==> src/rtl/sla_pkg.sv <==
`timescale 1ns / 1ps
`default_nettype none

package sla_pkg;

  localparam int LINE_DEPTH = 64;
  localparam int LINE_AW    = $clog2(LINE_DEPTH);

  localparam logic [7:0] CH_LF = 8'h0A;
  localparam logic [7:0] CH_CR = 8'h0D;

  typedef enum logic [1:0] {
    OP_BYTE    = 2'd0,
    OP_CONSUME = 2'd1,
    OP_READ    = 2'd2,
    OP_READ_X  = 2'd3
  } op_t;

  typedef enum logic [2:0] {
    EV_STORED   = 3'd0,
    EV_BUSY     = 3'd1,
    EV_DONE     = 3'd2,
    EV_OVERFLOW = 3'd3,
    EV_SKIPPED  = 3'd4,
    EV_EMPTY    = 3'd5,
    EV_READ     = 3'd6,
    EV_CONSUMED = 3'd7
  } event_t;

  typedef struct packed {
    event_t     ev;
    logic [5:0] len;
    logic       rdy;
    logic       rd_hit;
  } res_meta_t;

endpackage

`default_nettype wire

==> src/rtl/sla_line_ram.sv <==
`timescale 1ns / 1ps
`default_nettype none

module sla_line_ram #(
  parameter int DEPTH = 64,
  parameter int WIDTH = 8
) (
  input  wire logic                     clk,
  input  wire logic                     we,
  input  wire logic [$clog2(DEPTH)-1:0] waddr,
  input  wire logic [WIDTH-1:0]         wdata,
  input  wire logic                     re,
  input  wire logic [$clog2(DEPTH)-1:0] raddr,
  output logic      [WIDTH-1:0]         rdata
);

  logic [WIDTH-1:0] mem [DEPTH];

  always_ff @(posedge clk) begin
    if (we) begin
      mem[waddr] <= wdata;
    end
  end

  always_ff @(posedge clk) begin
    if (re) begin
      rdata <= mem[raddr];
    end
  end

endmodule

`default_nettype wire

==> src/rtl/serial_line_assembler_unit.sv <==
`timescale 1ns / 1ps
`default_nettype none

// Serial line assembler. Each input word carries one operation in in_tuser: a received
// byte is appended to a line store of LINE_DEPTH bytes, a line feed or carriage return closes
// a non-empty line (zero terminator written, count cleared, message-ready raised), a consume
// clears message-ready and a read returns one store byte. Every word yields exactly one result
// word, whose event code travels in out_tuser. A new word is taken every cycle while the
// output is not held by out_tready; each result passes the line store read register and the
// stage-one register, then the output register. The store reads as all zeros after reset
// with no clearing pass.
module serial_line_assembler_unit
  import sla_pkg::*;
(
  input  wire logic        clk,
  input  wire logic        rst_n,
  input  wire logic        in_tvalid,
  output logic             in_tready,
  input  wire logic [15:0] in_tdata,   // rx_byte[7:0], read_index[13:8], zero[15:14]
  input  wire logic [1:0]  in_tuser,   // operation[1:0]
  output logic             out_tvalid,
  input  wire logic        out_tready,
  output logic [15:0]      out_tdata,  // line_length[5:0], read_data[13:6],
                                       // message_ready[14], zero[15]
  output logic [2:0]       out_tuser   // event_res[2:0]
);

  localparam int LW = (LINE_AW > 6) ? LINE_AW : 6;

  logic [LINE_AW-1:0] fill_r, fill_nxt;
  logic               skip_r, skip_nxt;
  logic               pend_r, pend_nxt;
  logic [LINE_DEPTH-1:0] valid_r;

  logic       s1_vld_r;
  res_meta_t  s1_r, s1_nxt;
  logic       out_vld_r;
  event_t     out_ev_r;
  logic [5:0] out_len_r;
  logic [7:0] out_data_r;
  logic       out_rdy_r;

  logic        accept, s1_adv;
  op_t         op;
  logic [7:0]  ch;
  logic [5:0]  idx;
  logic        is_eol, in_range;
  logic [LW-1:0] idx_ext;
  logic [LINE_AW-1:0] raddr;
  logic        we, re;
  logic [7:0]  wdata;
  logic [7:0]  ram_q;
  logic [LINE_AW-1:0] len_sel;
  logic [LW-1:0] len_ext;

  assign op       = op_t'(in_tuser);
  assign ch       = in_tdata[7:0];
  assign idx      = in_tdata[13:8];
  assign is_eol   = (ch == CH_LF) || (ch == CH_CR);
  assign idx_ext  = LW'(idx);
  assign raddr    = idx_ext[LINE_AW-1:0];
  assign in_range = (9'(idx) < 9'(LINE_DEPTH));

  assign s1_adv    = !out_vld_r || out_tready;
  assign in_tready = !s1_vld_r || s1_adv;
  assign accept    = in_tvalid && in_tready;

  always_comb begin
    fill_nxt  = fill_r;
    skip_nxt  = skip_r;
    pend_nxt  = pend_r;
    we        = 1'b0;
    re        = 1'b0;
    wdata     = ch;
    s1_nxt.ev = EV_READ;
    s1_nxt.rd_hit = 1'b0;
    len_sel   = fill_r;
    case (op)
      OP_BYTE: begin
        if (pend_r) begin
          skip_nxt  = 1'b1;
          s1_nxt.ev = EV_BUSY;
        end else if (is_eol) begin
          skip_nxt = 1'b0;
          if (fill_r == '0) begin
            s1_nxt.ev = EV_EMPTY;
          end else begin
            we        = 1'b1;
            wdata     = 8'd0;
            fill_nxt  = '0;
            pend_nxt  = 1'b1;
            s1_nxt.ev = EV_DONE;
          end
        end else if (fill_r >= LINE_AW'(LINE_DEPTH - 1)) begin
          skip_nxt  = 1'b1;
          fill_nxt  = '0;
          s1_nxt.ev = EV_OVERFLOW;
        end else if (skip_r) begin
          s1_nxt.ev = EV_SKIPPED;
        end else begin
          we        = 1'b1;
          fill_nxt  = fill_r + 1'b1;
          s1_nxt.ev = EV_STORED;
        end
      end
      OP_CONSUME: begin
        pend_nxt  = 1'b0;
        s1_nxt.ev = EV_CONSUMED;
      end
      default: begin
        re            = 1'b1;
        s1_nxt.ev     = EV_READ;
        s1_nxt.rd_hit = in_range && valid_r[raddr];
      end
    endcase
    if (s1_nxt.ev != EV_DONE) begin
      len_sel = fill_nxt;
    end
    len_ext    = LW'(len_sel);
    s1_nxt.len = len_ext[5:0];
    s1_nxt.rdy = pend_nxt;
  end

  sla_line_ram #(
    .DEPTH(LINE_DEPTH),
    .WIDTH(8)
  ) u_ram (
    .clk   (clk),
    .we    (accept && we),
    .waddr (fill_r),
    .wdata (wdata),
    .re    (accept && re),
    .raddr (raddr),
    .rdata (ram_q)
  );

  always_ff @(posedge clk) begin
    if (!rst_n) begin
      fill_r    <= '0;
      skip_r    <= 1'b0;
      pend_r    <= 1'b0;
      valid_r   <= '0;
      s1_vld_r  <= 1'b0;
      out_vld_r <= 1'b0;
    end else begin
      if (accept) begin
        fill_r <= fill_nxt;
        skip_r <= skip_nxt;
        pend_r <= pend_nxt;
        if (we) begin
          valid_r[fill_r] <= 1'b1;
        end
      end
      if (in_tready) begin
        s1_vld_r <= accept;
      end
      if (s1_adv) begin
        out_vld_r <= s1_vld_r;
      end
    end
  end

  always_ff @(posedge clk) begin
    if (accept) begin
      s1_r <= s1_nxt;
    end
    if (s1_adv && s1_vld_r) begin
      out_ev_r   <= s1_r.ev;
      out_len_r  <= s1_r.len;
      out_rdy_r  <= s1_r.rdy;
      out_data_r <= s1_r.rd_hit ? ram_q : 8'd0;
    end
  end

  assign out_tvalid = out_vld_r;
  assign out_tuser  = out_ev_r;
  assign out_tdata  = {1'b0, out_rdy_r, out_data_r, out_len_r};

  a_done_sets_ready: assert property (@(posedge clk) disable iff (!rst_n)
    out_tvalid && (out_tuser == EV_DONE) |-> out_tdata[14])
    else $error("line done without message ready");

  a_data_only_on_read: assert property (@(posedge clk) disable iff (!rst_n)
    out_tvalid && (out_tuser != EV_READ) |-> (out_tdata[13:6] == 8'd0))
    else $error("read data on a non-read event");

  a_busy_drop: assert property (@(posedge clk) disable iff (!rst_n)
    accept && (op == OP_BYTE) && pend_r |=> (s1_r.ev == EV_BUSY) && skip_r)
    else $error("byte while pending not dropped");

endmodule

`default_nettype wire
==> config.mk <==
export PLATFORM = sky130hd
export DESIGN_NAME = serial_line_assembler_unit
export DESIGN_NICKNAME = d
export VERILOG_FILES = /design/src/rtl/sla_pkg.sv /design/src/rtl/sla_line_ram.sv /design/src/rtl/serial_line_assembler_unit.sv
export SDC_FILE = /design/constraint.sdc
export NUM_CORES = 1
export LEC_CHECK = 0
export BUFFER_PORTS_ARGS = -buffer_cell sky130_fd_sc_hd__buf_2
export CAP_MARGIN = 20
export CORE_MARGIN = 2
export CORE_UTILIZATION = 55
export DETAILED_ROUTE_END_ITERATION = 6
export GPL_TIMING_DRIVEN = 0
export PLACE_DENSITY = 0.72
export SYNTH_ARGS = -nofsm -noshare
export SYNTH_HDL_FRONTEND = slang
export SYNTH_HIERARCHICAL = 1
export SYNTH_SLANG_ARGS = --single-unit
==> constraint.sdc <==
create_clock -name clk -period 6.8 [get_ports clk]
set_clock_uncertainty 0.05 [all_clocks]
set_input_delay 0.34 -clock clk [delete_from_list [all_inputs] [get_ports clk]]
set_output_delay 0.34 -clock clk [all_outputs]
set_load 0.005 [all_outputs]
# Word level (Yosys, flattened, before mapping)
# Memory sizes are Yosys's and may differ from the RTL's. A register that Yosys moved wholly into a read port is not among the register bits.
# Index checks and enable logic that the tools add are counted.
dict set report word_totals {
  register_bits 103
  ramBits 512
  output_inout_bits 21
  wordCells 77
  memories 1
}
dict set report classes {
  addsub 1
  magnitude_cmp 4
  n_eq_ne 4
  n_mux 36
  n_bitwise 1
  reduce_logical 16
}
# memory words width read_ports rd_ports_with_merged_regs wr line
set memory_table {}
lappend memory_table {u_ram.mem 64 8 1 1 1 sla_line_ram.sv:17} ;# logic [WIDTH-1:0] mem [DEPTH];
# op n
set ops {}
lappend ops {{64-bit OR} 1}
lappend ops {{6-bit 2-to-1 mux} 7}
lappend ops {{8-bit 2-to-1 mux} 4}
lappend ops {{8-bit by 4-bit == test with 1-bit output, second input constant} 2}
lappend ops {{1-bit 2-to-1 mux} 16}
lappend ops {{3-bit 2-to-1 mux} 5}
lappend ops {{6-bit by 7-bit less-than comparator with 1-bit output, second input constant} 2}
lappend ops {{6-bit by 1-bit adder with 6-bit output, second input constant} 1}
lappend ops {{1-bit binary-select mux with 6-bit select} 1}
lappend ops {{1-bit demux with 6-bit select} 1}
lappend ops {{6-bit by 1-bit greater-or-equal comparator with 1-bit output, second input constant} 1}
lappend ops {{6-bit greater-or-equal comparator, second input constant} 1}
lappend ops {{6-bit zero test} 1}
lappend ops {{3-bit one-hot mux with 2 select lines} 1}
lappend ops {{1-bit logical AND} 5}
lappend ops {{1-bit logical OR} 3}
lappend ops {{3-bit by 2-bit != test with 1-bit output, second input constant} 1}
lappend ops {{3-bit AND reduction} 1}
lappend ops {{3-bit nonzero test} 1}
lappend ops {{2-bit by 1-bit == test with 1-bit output, second input constant} 1}
lappend ops {{1-bit zero test} 2}
lappend ops {{2-bit zero test} 1}
lappend ops {{1-bit one-hot mux with 2 select lines} 1}
lappend ops {{2-bit AND reduction} 1}
lappend ops {{2-bit OR reduction} 1}

# Longest topological paths before layout
# Gate-level depths: netlist of the first run.
dict set report logic_depth {
  ltp_word 8
  ltp_mapped 9
}

# Cells and area by module
# Netlist of the first run, hierarchy kept.
# mod n_inst cells_per_inst area_each_um2 seq_area_each_um2
set modules_own_cells {}
lappend modules_own_cells {sla_line_ram 1 940 20246.9 15615.0}
lappend modules_own_cells {serial_line_assembler_unit 1 458 4695.8 2352.3}

# Worst setup path after synthesis of the first run
# No wires, ideal clock.
dict set report synth_path {
  path_type {register -> register}
  start {register fill_r[5]}
  end {memory u_ram.mem[0][0], data pin}
  setup_time_ns 0.516
  arrival_ns 2.856
  t_required_ns 6.234
  path_slack_ns 3.377
  stages_incl_launch_ff 7
  n_path_buf 1
  synth_period_minus_slack_ns 3.423
  cell_sequence {dfxtp_1 -> clkbuf_1 -> nor4_1 -> nand2_1 -> nand2_1 -> nor2_1 -> nor2b_1}
}
dict set report synth_via {
  elab_chain_len 5
}
# element line
set synth_rtl {}
lappend synth_rtl {{start: declaration} serial_line_assembler_unit.sv:30} ;# logic [LINE_AW-1:0] fill_r, fill_nxt;
lappend synth_rtl {{start signal: assignment} serial_line_assembler_unit.sv:147} ;# fill_r <= fill_nxt;
lappend synth_rtl {{6-bit zero test} serial_line_assembler_unit.sv:85} ;# if (fill_r == '0) begin
lappend synth_rtl {{8-bit 2-to-1 mux} serial_line_assembler_unit.sv:85}
lappend synth_rtl {{8-bit 2-to-1 mux} serial_line_assembler_unit.sv:83} ;# end else if (is_eol) begin
lappend synth_rtl {{8-bit 2-to-1 mux} serial_line_assembler_unit.sv:80} ;# if (pend_r) begin
lappend synth_rtl {{8-bit 2-to-1 mux} serial_line_assembler_unit.sv:78} ;# case (op)
lappend synth_rtl {{net wdata[0]} serial_line_assembler_unit.sv:51} ;# logic [7:0] wdata;
lappend synth_rtl {{end: declaration} sla_line_ram.sv:17}
# The timed path passes the listed nets, and every way through them passes these cells.

# Final worst setup path of the first run
dict set report layout_path {
  start {register fill_r[0]}
  end {memory u_ram.mem[6][2], enable pin}
}
dict set report layout_via {
  elab_chain_len 8
}
# element line
set layout_rtl {}
lappend layout_rtl {{6-bit greater-or-equal comparator / 6-bit zero test (equally long branches)} {serial_line_assembler_unit.sv:94, serial_line_assembler_unit.sv:85}}
lappend layout_rtl {{1-bit 2-to-1 mux (on tied branches)} {serial_line_assembler_unit.sv:94, serial_line_assembler_unit.sv:85}}
lappend layout_rtl {{1-bit 2-to-1 mux} serial_line_assembler_unit.sv:83}
lappend layout_rtl {{1-bit 2-to-1 mux} serial_line_assembler_unit.sv:80}
lappend layout_rtl {{1-bit 2-to-1 mux} serial_line_assembler_unit.sv:78}
lappend layout_rtl {{1-bit logical AND} serial_line_assembler_unit.sv:129} ;# .we (accept && we),
lappend layout_rtl {{1-bit 2-to-1 mux} sla_line_ram.sv:20} ;# if (we) begin
lappend layout_rtl {{1-bit 2-to-1 mux (not written as such)} sla_line_ram.sv:21} ;# mem[waddr] <= wdata;
# Parallel ways exist; a longest one is shown, timed or not.

==> results.py, run 1 <==
metrics = {
    "worst_setup_path": {
        "cp.depth": 8,
        "cp_slowest_cell": "nor2_1",
        "reg2reg_setup_slack_ps": 2450,
        "crit_top_cell": "nor2_1",
        "crit_path_end_kind": "register",
        "r2r_end": "u_ram/mem[6][2]",
        "crit_chain": "clkinv_1 -> ha_1 -> a21oi_1 -> nor2_1 -> nor2_1 -> nor2b_1 -> nand3_1 -> nor2_1",
        "required_ps": 6980,
        "cp-endpoint": "u_ram/mem[6][2]",
        "critPathKind": "register to register",
        "path_buf_inv": 1,
        "rr_worst_depth": 8,
        "worstPathMaxFanout": 13,
        "critical_path_arrival_ps": 4530,
        "slowest_delay_ps": 880,
        "rr_startpoint": "fill_r[0]",
        "crit_start": "fill_r[0]",
        "cp_top_family": "simple AND/OR/NAND/NOR gates",
        "critPathLaunchType": "register",
    },
    "synth": {
        "synth_top_cell_by_area": "edfxtp_1",
        "yosysSeqAreaShare": 0.720,
        "syn_area_um2": 24900,
        "post_synth_inst_count": 1398,
        "synth_edf_count": 549,
        "async_flop_share": 0,
        "ys_seq_elements": 623,
        "synthTopCellsByArea": "edfxtp_1, mux4_2, dfxtp_1",
        "syn-num-nets": 1422,
        "synth_common_cells": "edfxtp_1, mux4_2, nor2_1",
        "yosysTopAreaCellShare": 0.661,
        "synth_top_flop_cell": "edfxtp_1",
        "syn_area_per_cell_um2": 17.8,
        "yosysMostFrequentCell": "edfxtp_1",
        "synth_cell_types": 58,
        "yosys_warnings": 6,
    },
    "clock_tree": {
        "cts_setup_buffers": 0,
        "clock-root-buffer": "clkbuf_16",
        "ctsResizeCount": 0,
        "clk_latency_ps": 630,
        "htree_levels": 2,
        "numCtsBuffers": 58,
        "cts_tree": "built",
        "ctsHoldBuffers": 1,
        "clock-sinks": 623,
        "clk_pin_slew_worst_paths_ps": 70,
        "cts_buffer_depth": 3,
    },
    "timing": {
        "rsz0062_at_grt": "false",
        "worst_pin_slew_ps": 1130,
        "hold_viol": 0,
        "timing.fmax_mhz": 230,
        "setup_viol": 0,
        "tns_ps": 0,
        "period_minus_slack_ps": 4350,
        "slew_headroom": 0.248,
        "fin_crit_sh": 0.640,
        "maxSlewViolCount": 0,
        "hold_ws_ps": 30.8,
    },
    "worst_hold_path": {
        "hold_path_depth": 3,
        "hp-class": "primary input to register",
    },
    "grt": {
        "grt_pass1_wl_um": 89900,
        "antenna_found_initial": 1,
        "grt_max_degree": 49,
        "track_usage": 0.263,
        "grt_pass1_vias": 13700,
        "overflow": 0,
    },
    "power_and_ir_drop": {
        "p_per_area_nw_per_um2": 281,
        "leakagePower_nw": 8.96,
        "vdd_ir_drop_max_uv": 182,
    },
    "route": {
        "via_per_inst": 6.47,
        "wl_per_cell_um": 28.0,
        "first_iter_violations": 1797,
        "drtAntennaViolNets": 0,
        "routed_wl_um": 60300,
        "drt-pass1-iter-count": 7,
        "routed-via-count": 13900,
        "remaining_drc_errors": 0,
    },
    "floorplan": {
        "row_count": 78,
        "initial_core_util": 0.553,
        "chipHeight_um": 217,
        "core_area_um2": 45100,
        "dieArea_um2": 47100,
        "io_pins": 43,
        "die_x_um": 217,
    },
    "finish": {
        "layout-drive-gt1-share": 0.228,
        "finalNetCount": 1528,
        "fillerInstances": 3132,
        "syn2layout_area_growth_pct": 12.5,
        "n_antenna_cell": 0,
    },
    "placement": {
        "port_buffers": 36,
        "gp_routability_congestion": 0.895,
        "dp_hpwl_um": 39800,
    },
    "run": {
        "maxCapViolCount": 0,
    },
    "status": {
        "outcome": "finished clean",
    },
}
-- state kept, by name, indices dropped and copies added, names as in the netlist --
name and flops:
valid_r 64, out_len_r 6, pend_r 1, out_rdy_r 1, skip_r 1, u_ram/rdata 8
fill_r 6, out_data_r 8, s1_vld_r 1, u_ram/mem 512, out_tuser 3, s1_r 11
out_tvalid 1
-- worst min-delay path by stage --
stage / startpoint / endpoint / slack (ps)
6_report: in_tuser[0] / s1_r[8] / 30
5_1_grt: in_tuser[0] / s1_r[8] / 60
4_1_cts: in_tuser[0] / s1_r[8] / 10
3_5_place_dp: s1_r[9] / out_tuser[1] / 350
3_3_place_gp: s1_r[2] / out_len_r[0] / 350
2_1_floorplan: s1_r[2] / out_len_r[0] / 350
-- where the power goes --
part | switching [mW] | leakage [nW] | internal (mW)
sequential | 0.00693 | 5.55 | 4.17
clock | 1.39 | 0.948 | 1.94
combinational | 0.246 | 2.45 | 0.146
total | 1.64 | 8.96 | 6.26
-- layer usage --
layer  routed length (µm)  up-vias  GRT usage
met5                    0        -          0
met4                 2090        0     0.0968
met3                 5530      141     0.0410
met2                29000      794      0.419
met1                23700     7134      0.375
li1                     -     5847          -
-- area by class of cell --
type / instances / area (µm²) / area share
tap: 600 / 751 / 0.0267
clock buffer: 75 / 1540 / 0.0547
inverter: 6 / 22.5 / 0.000802
clock inverter: 32 / 414 / 0.0148
sequential: 623 / 18000 / 0.640
buffer: 93 / 528 / 0.0188
timing repair buffer: 46 / 380 / 0.0136
multi-input combinational: 676 / 6470 / 0.231
-- worst reg2reg max path: stages, from the launching register on --
cell and delay [ps]:
dfxtp_1 630, clkinv_1 420, ha_1 340, a21oi_1 320
nor2_1 90, nor2_1 400, nor2b_1 330, nand3_1 490
nor2_1 890
-- cell families after synthesis --
kind of cell	synth area share
flip-flops	0.720
buffers and inverters	0.0219
AND/OR/NAND/NOR	0.0642
adder cells (fa/ha/maj)	0.00100
multiplexers	0.147
other	0.000150
AO/OA/AOI/OAI	0.0454
-- cells in the final DEF (no fill, tap or decap), types with 6 or more instances in the layout --
cell / count
a21oi_1: 10
a221oi_1: 6
and2_1: 12
buf_1: 9
buf_12: 8
buf_2: 53
buf_4: 16
buf_6: 8
bufinv_16: 9
clkbuf_1: 52
clkbuf_16: 58
clkinv_2: 11
dfxtp_1: 74
edfxtp_1: 549
mux2_2: 14
mux2i_1: 29
mux4_2: 143
nand2_1: 69
nand2b_1: 11
nand3_1: 27
nor2_1: 101
nor2b_1: 17
nor3_1: 15
nor4_1: 38
o21a_1: 39
o21ai_0: 43
o221ai_1: 8
o22ai_1: 8
o2bb2ai_1: 7
-- stage by stage --
stage / power, mW / cell area (µm²) / std cells / worst slack [ps] / util
detailed placement: 4.65 / 26100 / 2043 / 2630 / 0.579
finish: 7.90 / 28100 / 2151 / 2450 / 0.623
CTS: 7.94 / 28100 / 2151 / 2630 / 0.623
global placement: 4.63 / 25900 / 2034 / 783 / 0.574
global route: 8.11 / 28100 / 2151 / 2270 / 0.623
floorplan: 4.49 / 24900 / 1398 / 3380 / -
Note: power is estimated with default switching activity, not from simulation.
==> inputs of run 2 (changes only) <==
--- a/config.mk
+++ b/config.mk
@@ -5,6 +5,7 @@
 export SDC_FILE = /design/constraint.sdc
 export NUM_CORES = 1
 export LEC_CHECK = 0
+export ABC_AREA = 1
 export BUFFER_PORTS_ARGS = -buffer_cell sky130_fd_sc_hd__buf_2
 export CAP_MARGIN = 20
 export CORE_MARGIN = 2
==> constraint.sdc (replaced) <==
create_clock -name clk -period 4.45 [get_ports clk]
set_clock_uncertainty 0.05 [all_clocks]
set_input_delay 0.2225 -clock clk [delete_from_list [all_inputs] [get_ports clk]]
set_output_delay 0.2225 -clock clk [all_outputs]
set_load 0.005 [all_outputs]
==> results.py, run 2 <==
metrics = {
    "timing": {
        "fin_crit_sh": 0.996,
        "timing.fmax_mhz": 226,
        "tns_ps": 0,
        "period_minus_slack_ps": 4430,
        "layout_setup_ws_ps": 16.4,
        "rsz0062_at_grt": "true",
        "worst_pin_slew_ps": 1050,
        "hold_viol": 0,
        "setup_viol": 0,
        "hold_ws_ps": 77.1,
        "slew_headroom": 0.296,
        "maxSlewViolCount": 0,
    },
    "synth": {
        "post_synth_inst_count": 2506,
        "synth_top_flop_cell": "edfxtp_1",
        "ys_seq_elements": 623,
        "synth_cell_types": 36,
        "synth_edf_count": 549,
        "syn-num-nets": 2530,
        "yosysMostFrequentCell": "nand2_1",
        "yosys_warnings": 6,
        "yosysTopAreaCellShare": 0.609,
        "synth_top_cell_by_area": "edfxtp_1",
        "syn_area_um2": 27100,
        "synth_common_cells": "nand2_1, edfxtp_1, nand3_1",
        "synthTopCellsByArea": "edfxtp_1, nand2_1, nand3_1",
        "syn_area_per_cell_um2": 10.8,
        "yosysSeqAreaShare": 0.664,
        "async_flop_share": 0,
    },
    "power_and_ir_drop": {
        "clockPowerShare": 0.400,
        "p_per_area_nw_per_um2": 403,
        "internal_power_mw": 9.37,
        "comb_power_share": 0.077,
        "vdd_ir_drop_max_uv": 310,
        "power.net_switching_mw": 2.89,
        "leakagePower_nw": 10.9,
        "p_seq_frac": 0.523,
        "p_sw_frac": 0.236,
        "p_total_mw": 12.3,
    },
    "placement": {
        "port_buffers": 38,
        "place_area_um2": 28400,
        "post-place-ws_ps": 176,
        "dp_hpwl_um": 51800,
        "post-place-cells": 3225,
        "gp_routability_congestion": 0.958,
    },
    "worst_setup_path": {
        "cp_slowest_cell": "nor2_1",
        "crit_chain": "clkinv_1 -> ha_1 -> nand2_1 -> nor2_2 -> nand2_2 -> nand2_4 -> nor4_1 -> clkbuf_1 -> nand4_1 -> nor2_1",
        "critical_path_arrival_ps": 4640,
        "path_buf_inv": 2,
        "critPathKind": "register to register",
        "crit_path_end_kind": "register",
        "slowest_delay_ps": 1020,
        "required_ps": 4660,
        "critPathLaunchType": "register",
        "cp_top_family": "simple AND/OR/NAND/NOR gates",
        "worstPathMaxFanout": 9,
    },
    "clock_tree": {
        "cts_buffer_depth": 3,
        "cts_tree": "built",
        "clk_latency_ps": 660,
        "clock-sinks": 623,
        "cts_setup_buffers": 0,
        "clock-root-buffer": "clkbuf_16",
        "htree_levels": 2,
        "clk_pin_slew_worst_paths_ps": 60,
        "numCtsBuffers": 61,
    },
    "finish": {
        "final_common_cell": "nand2_1",
        "mostFrequentLayoutCells": "nand2_1, edfxtp_1, nand3_1, nor2_1, inv_1",
        "largest_reg_flops": 512,
        "reg_top3": "u_ram/mem (512), valid_r (64), s1_r (11)",
        "utilization": 0.624,
        "fin_area_um2": 30400,
        "top_register": "u_ram/mem",
        "syn2layout_area_growth_pct": 12.3,
        "instances_no_fill": 3341,
        "finalNetCount": 2655,
        "layout-drive-gt1-share": 0.154,
        "fillerInstances": 3752,
        "n_antenna_cell": 0,
    },
    "route": {
        "drt-pass1-iter-count": 6,
        "wl_per_cell_um": 22.5,
        "first_iter_violations": 2461,
        "remaining_drc_errors": 0,
        "via_per_inst": 5.89,
        "drtAntennaViolNets": 0,
        "routed_wl_um": 75200,
        "routed-via-count": 19700,
    },
    "run": {
        "maxCapViolCount": 0,
    },
    "grt": {
        "track_usage": 0.297,
        "antenna_found_initial": 0,
        "grt_pass1_wl_um": 112000,
        "grt_max_degree": 65,
        "overflow": 0,
        "grt_pass1_vias": 18500,
    },
    "floorplan": {
        "row_count": 81,
        "dieArea_um2": 51000,
        "chipHeight_um": 226,
        "die_x_um": 226,
        "io_pins": 43,
        "core_area_um2": 48700,
        "initial_core_util": 0.555,
    },
    "worst_hold_path": {
        "hp-class": "primary input to register",
    },
    "status": {
        "outcome": "finished clean",
    },
}
[run 2: changes by cell type after synthesis, sizes merged, moves of 36 or more]
cell   change
nand2    +692
nand3    +546
mux4     -143
inv      +114
buf       +74
a21oi     +71
o21a      -39
nor2      +36
[run 2: worst paths after layout]
path	startpoint	to	slack, ps	cells after the start
max	fill_r[1]	u_ram/mem[20][4]	20	10
min	in_tdata[2]	u_ram/mem[50][2]	80	3
max reg2reg	fill_r[1]	u_ram/mem[20][4]	20	10
min reg2reg	s1_r[4]	out_len_r[2]	370	0
[run 2: power by group through the flow]
stage | clock (mW) | combinational (mW) | sequential (mW)
6_report | 4.90 | 0.948 | 6.41
5_1_grt | 5.16 | 1.01 | 6.41
3_5_place_dp | 0 | 0.918 | 6.54
2_1_floorplan | 0 | 0.553 | 6.53
4_1_cts | 4.94 | 0.927 | 6.41
3_3_place_gp | 0 | 0.869 | 6.55
[run 2: layer usage]
layer / vias to the layer above / routed length (µm) / track usage
met4: 0 / 3920 / 0.158
met2: 1080 / 34900 / 0.467
met5: - / 0 / 0
li1: 8881 / - / -
met3: 213 / 7190 / 0.0519
met1: 9490 / 29200 / 0.397
[run 2: timing repair]
action | in CTS | in global routing
endpoints found under the setup margin | 0 | 49
hold endpoints to repair | 14 | 0
gates resized for setup | 0 | 6
hold buffers | 7 | 0
[run 2: cells by family after synthesis]
| logic type | after synthesis | synth area share |
|---|---|---|
| AND/OR/NAND/NOR | 1498 | 0.250 |
| flip-flops | 623 | 0.664 |
| buffers and inverters | 276 | 0.0582 |
| AO/OA/AOI/OAI | 105 | 0.0268 |
| adder cells (fa/ha/maj) | 2 | 0.000924 |
| XOR/XNOR | 1 | 0.000324 |
| other | 1 | 0.000139 |
[run 2: worst register-to-register path: stages (launching register included)]
cell	delay [ps]
dfxtp_1	520
clkinv_1	320
ha_1	280
nand2_1	80
nor2_2	60
nand2_2	110
nand2_4	80
nor4_1	360
clkbuf_1	340
nand4_1	840
nor2_1	1020
[run 2: area by class of cell]
cell class	instances	area [µm²]	share of cell area
Buffer	155	1120	0.0369
Clock buffer	79	1600	0.0528
Clock inverter	30	277	0.00909
Inverter	121	464	0.0153
Multi-Input combinational cell	1607	7620	0.251
Sequential cell	623	18000	0.591
Tap cell	664	831	0.0273
Timing Repair Buffer	62	522	0.0172
==> inputs of run 3 (changes only) <==
--- a/config.mk
+++ b/config.mk
@@ -8,10 +8,9 @@
 export ABC_AREA = 1
 export BUFFER_PORTS_ARGS = -buffer_cell sky130_fd_sc_hd__buf_2
 export CAP_MARGIN = 20
-export CORE_MARGIN = 2
+export CORE_MARGIN = 3
 export CORE_UTILIZATION = 55
 export DETAILED_ROUTE_END_ITERATION = 6
-export GPL_TIMING_DRIVEN = 0
 export PLACE_DENSITY = 0.72
 export SYNTH_ARGS = -nofsm -noshare
 export SYNTH_HDL_FRONTEND = slang
==> results.py, run 3 (synthesis gave the netlist of run 2 again) <==
metrics = {
    "status": {
        "outcome": "finished clean",
    },
    "timing": {
        "period_minus_slack_ps": 3260,
        "layout_setup_ws_ps": 1190,
        "worst_pin_slew_ps": 1000,
        "rsz0062_at_grt": "false",
        "setup_viol": 0,
        "fin_crit_sh": 0.733,
        "hold_ws_ps": 55.4,
        "timing.fmax_mhz": 307,
        "hold_viol": 0,
        "maxSlewViolCount": 0,
        "tns_ps": 0,
        "slew_headroom": 0.331,
    },
    "route": {
        "drtAntennaViolNets": 0,
        "routed-via-count": 18400,
        "first_iter_violations": 1805,
        "drt-pass1-iter-count": 5,
        "via_per_inst": 5.73,
        "remaining_drc_errors": 0,
        "routed_wl_um": 63900,
        "wl_per_cell_um": 19.9,
    },
    "floorplan": {
        "die_x_um": 228,
        "dieArea_um2": 51900,
        "io_pins": 43,
        "chipHeight_um": 228,
        "initial_core_util": 0.562,
        "core_area_um2": 48100,
        "row_count": 80,
    },
    "worst_setup_path": {
        "cp_slowest_cell": "nor2_1",
        "rr_startpoint": "fill_r[0]",
        "cp_top_family": "simple AND/OR/NAND/NOR gates",
        "critPathLaunchType": "register",
        "worstPathMaxFanout": 18,
        "required_ps": 4620,
        "crit_chain": "buf_4 -> inv_1 -> ha_1 -> nand2_1 -> nor2_2 -> nand2_2 -> nand2_4 -> nor4_1 -> buf_4 -> nand4_1 -> buf_4 -> nor2_1",
        "crit_top_cell": "buf_4",
        "critPathKind": "register to register",
        "critical_path_arrival_ps": 3430,
        "reg2reg_setup_slack_ps": 1190,
        "rr_worst_depth": 12,
        "path_buf_inv": 4,
        "r2r_end": "u_ram/mem[22][2]",
        "crit_path_end_kind": "register",
        "slowest_delay_ps": 520,
    },
    "clock_tree": {
        "ctsResizeCount": 0,
        "clk_pin_slew_worst_paths_ps": 60,
        "cts_setup_buffers": 0,
        "cts_tree": "built",
        "numCtsBuffers": 66,
        "htree_levels": 3,
        "cts_buffer_depth": 3,
        "clk_latency_ps": 590,
        "clock-root-buffer": "clkbuf_16",
        "clock-sinks": 623,
    },
    "worst_hold_path": {
        "hold_path_depth": 3,
        "min_to": "s1_vld_r",
        "min-delay-start": "in_tvalid",
        "hp-class": "primary input to register",
    },
    "placement": {
        "port_buffers": 39,
        "dp_hpwl_um": 37200,
        "post-place-ws_ps": 1250,
        "gp_routability_congestion": 0.904,
        "post-place-cells": 3095,
    },
    "grt": {
        "antenna_found_initial": 2,
        "grt_pass1_wl_um": 99800,
        "overflow": 0,
        "track_usage": 0.246,
        "grt_max_degree": 126,
        "grt_pass1_vias": 18000,
    },
    "finish": {
        "instances_no_fill": 3215,
        "largest_reg_flops": 512,
        "reg_top3": "u_ram/mem (512), valid_r (64), s1_r (11)",
        "layout-drive-gt1-share": 0.123,
        "mostFrequentLayoutCells": "nand2_1, edfxtp_1, nand3_1, nor2_1, inv_1",
        "finalNetCount": 2536,
        "final_common_cell": "nand2_1",
        "top_register": "u_ram/mem",
        "syn2layout_area_growth_pct": 8.96,
    },
    "power_and_ir_drop": {
        "p_seq_frac": 0.519,
        "p_per_area_nw_per_um2": 418,
        "power.net_switching_mw": 2.80,
        "comb_power_share": 0.064,
        "p_sw_frac": 0.226,
        "internal_power_mw": 9.55,
        "clockPowerShare": 0.416,
        "vdd_ir_drop_max_uv": 431,
        "leakagePower_nw": 10.4,
    },
    "run": {
        "maxCapViolCount": 0,
    },
}
[run 3: cell count changes in the layout (fill, tap and decap cells not counted), sizes merged]
cell / change
dlygate4sd3: -2
inv: +1
clkinv: +1
diode: +1
buf: -94
clkbuf: -22
clkinvlp: -3
[run 3: how the worst max path moves through the flow]
stage / start / endpoint / cells after the start
2_1_floorplan: fill_r[0] / u_ram/mem[0][0] / 11
3_3_place_gp: fill_r[0] / u_ram/mem[22][3] / 12
3_5_place_dp: fill_r[0] / u_ram/mem[22][1] / 12
4_1_cts: fill_r[0] / u_ram/mem[22][2] / 12
5_1_grt: fill_r[0] / u_ram/mem[30][4] / 12
6_report: fill_r[0] / u_ram/mem[22][2] / 12
[run 3: what timing repair did]
action | CTS | global route
hold buffers | 5 | 0
endpoints found under the setup margin | 0 | 0
hold endpoints to repair | 10 | 0
[run 3: stage by stage]
stage           util  cell area, µm²  total power [mW]
2_1_floorplan      -           27100              7.09
3_3_place_gp   0.570           27400              7.30
3_5_place_dp   0.570           27400              7.31
4_1_cts        0.613           29500              12.4
5_1_grt        0.613           29500              12.8
6_report       0.613           29500              12.3
[run 3: routing by layer]
layer | share of wire | up-vias | wire (µm) | track usage
li1 | - | 8631 | - | -
met1 | 0.40 | 8908 | 25500 | 0.325
met2 | 0.48 | 728 | 30900 | 0.405
met3 | 0.078 | 168 | 5020 | 0.0454
met4 | 0.040 | 2 | 2530 | 0.0975
met5 | 0.00011 | - | 7 | 0
[run 3: power groups by stage]
| stage | registers, mW | clock network [mW] | logic [mW] |
|---|---|---|---|
| after global routing | 6.41 | 5.47 | 0.870 |
| after floorplan | 6.53 | 0 | 0.553 |
| after CTS | 6.41 | 5.22 | 0.786 |
| final | 6.41 | 5.14 | 0.795 |
| after global placement | 6.53 | 0 | 0.765 |
| after detailed placement | 6.53 | 0 | 0.779 |
[run 3: tightest hold or removal path, delay by kind of cell]
kind,cells,cell delay (ps)
AO/OA/AOI/OAI,1,180
AND/OR/NAND/NOR,1,170
buffers and inverters,1,80
[run 3: layout make-up]
class                      instances  area [µm²]
fill                            3750       18700
clock inverter                    29         260
timing repair buffer              93         662
inverter                         121         465
sequential                       623       18000
antenna                            1        2.50
clock buffer                      85        1750
tap                              656         821
multi-input combinational       1607        7560
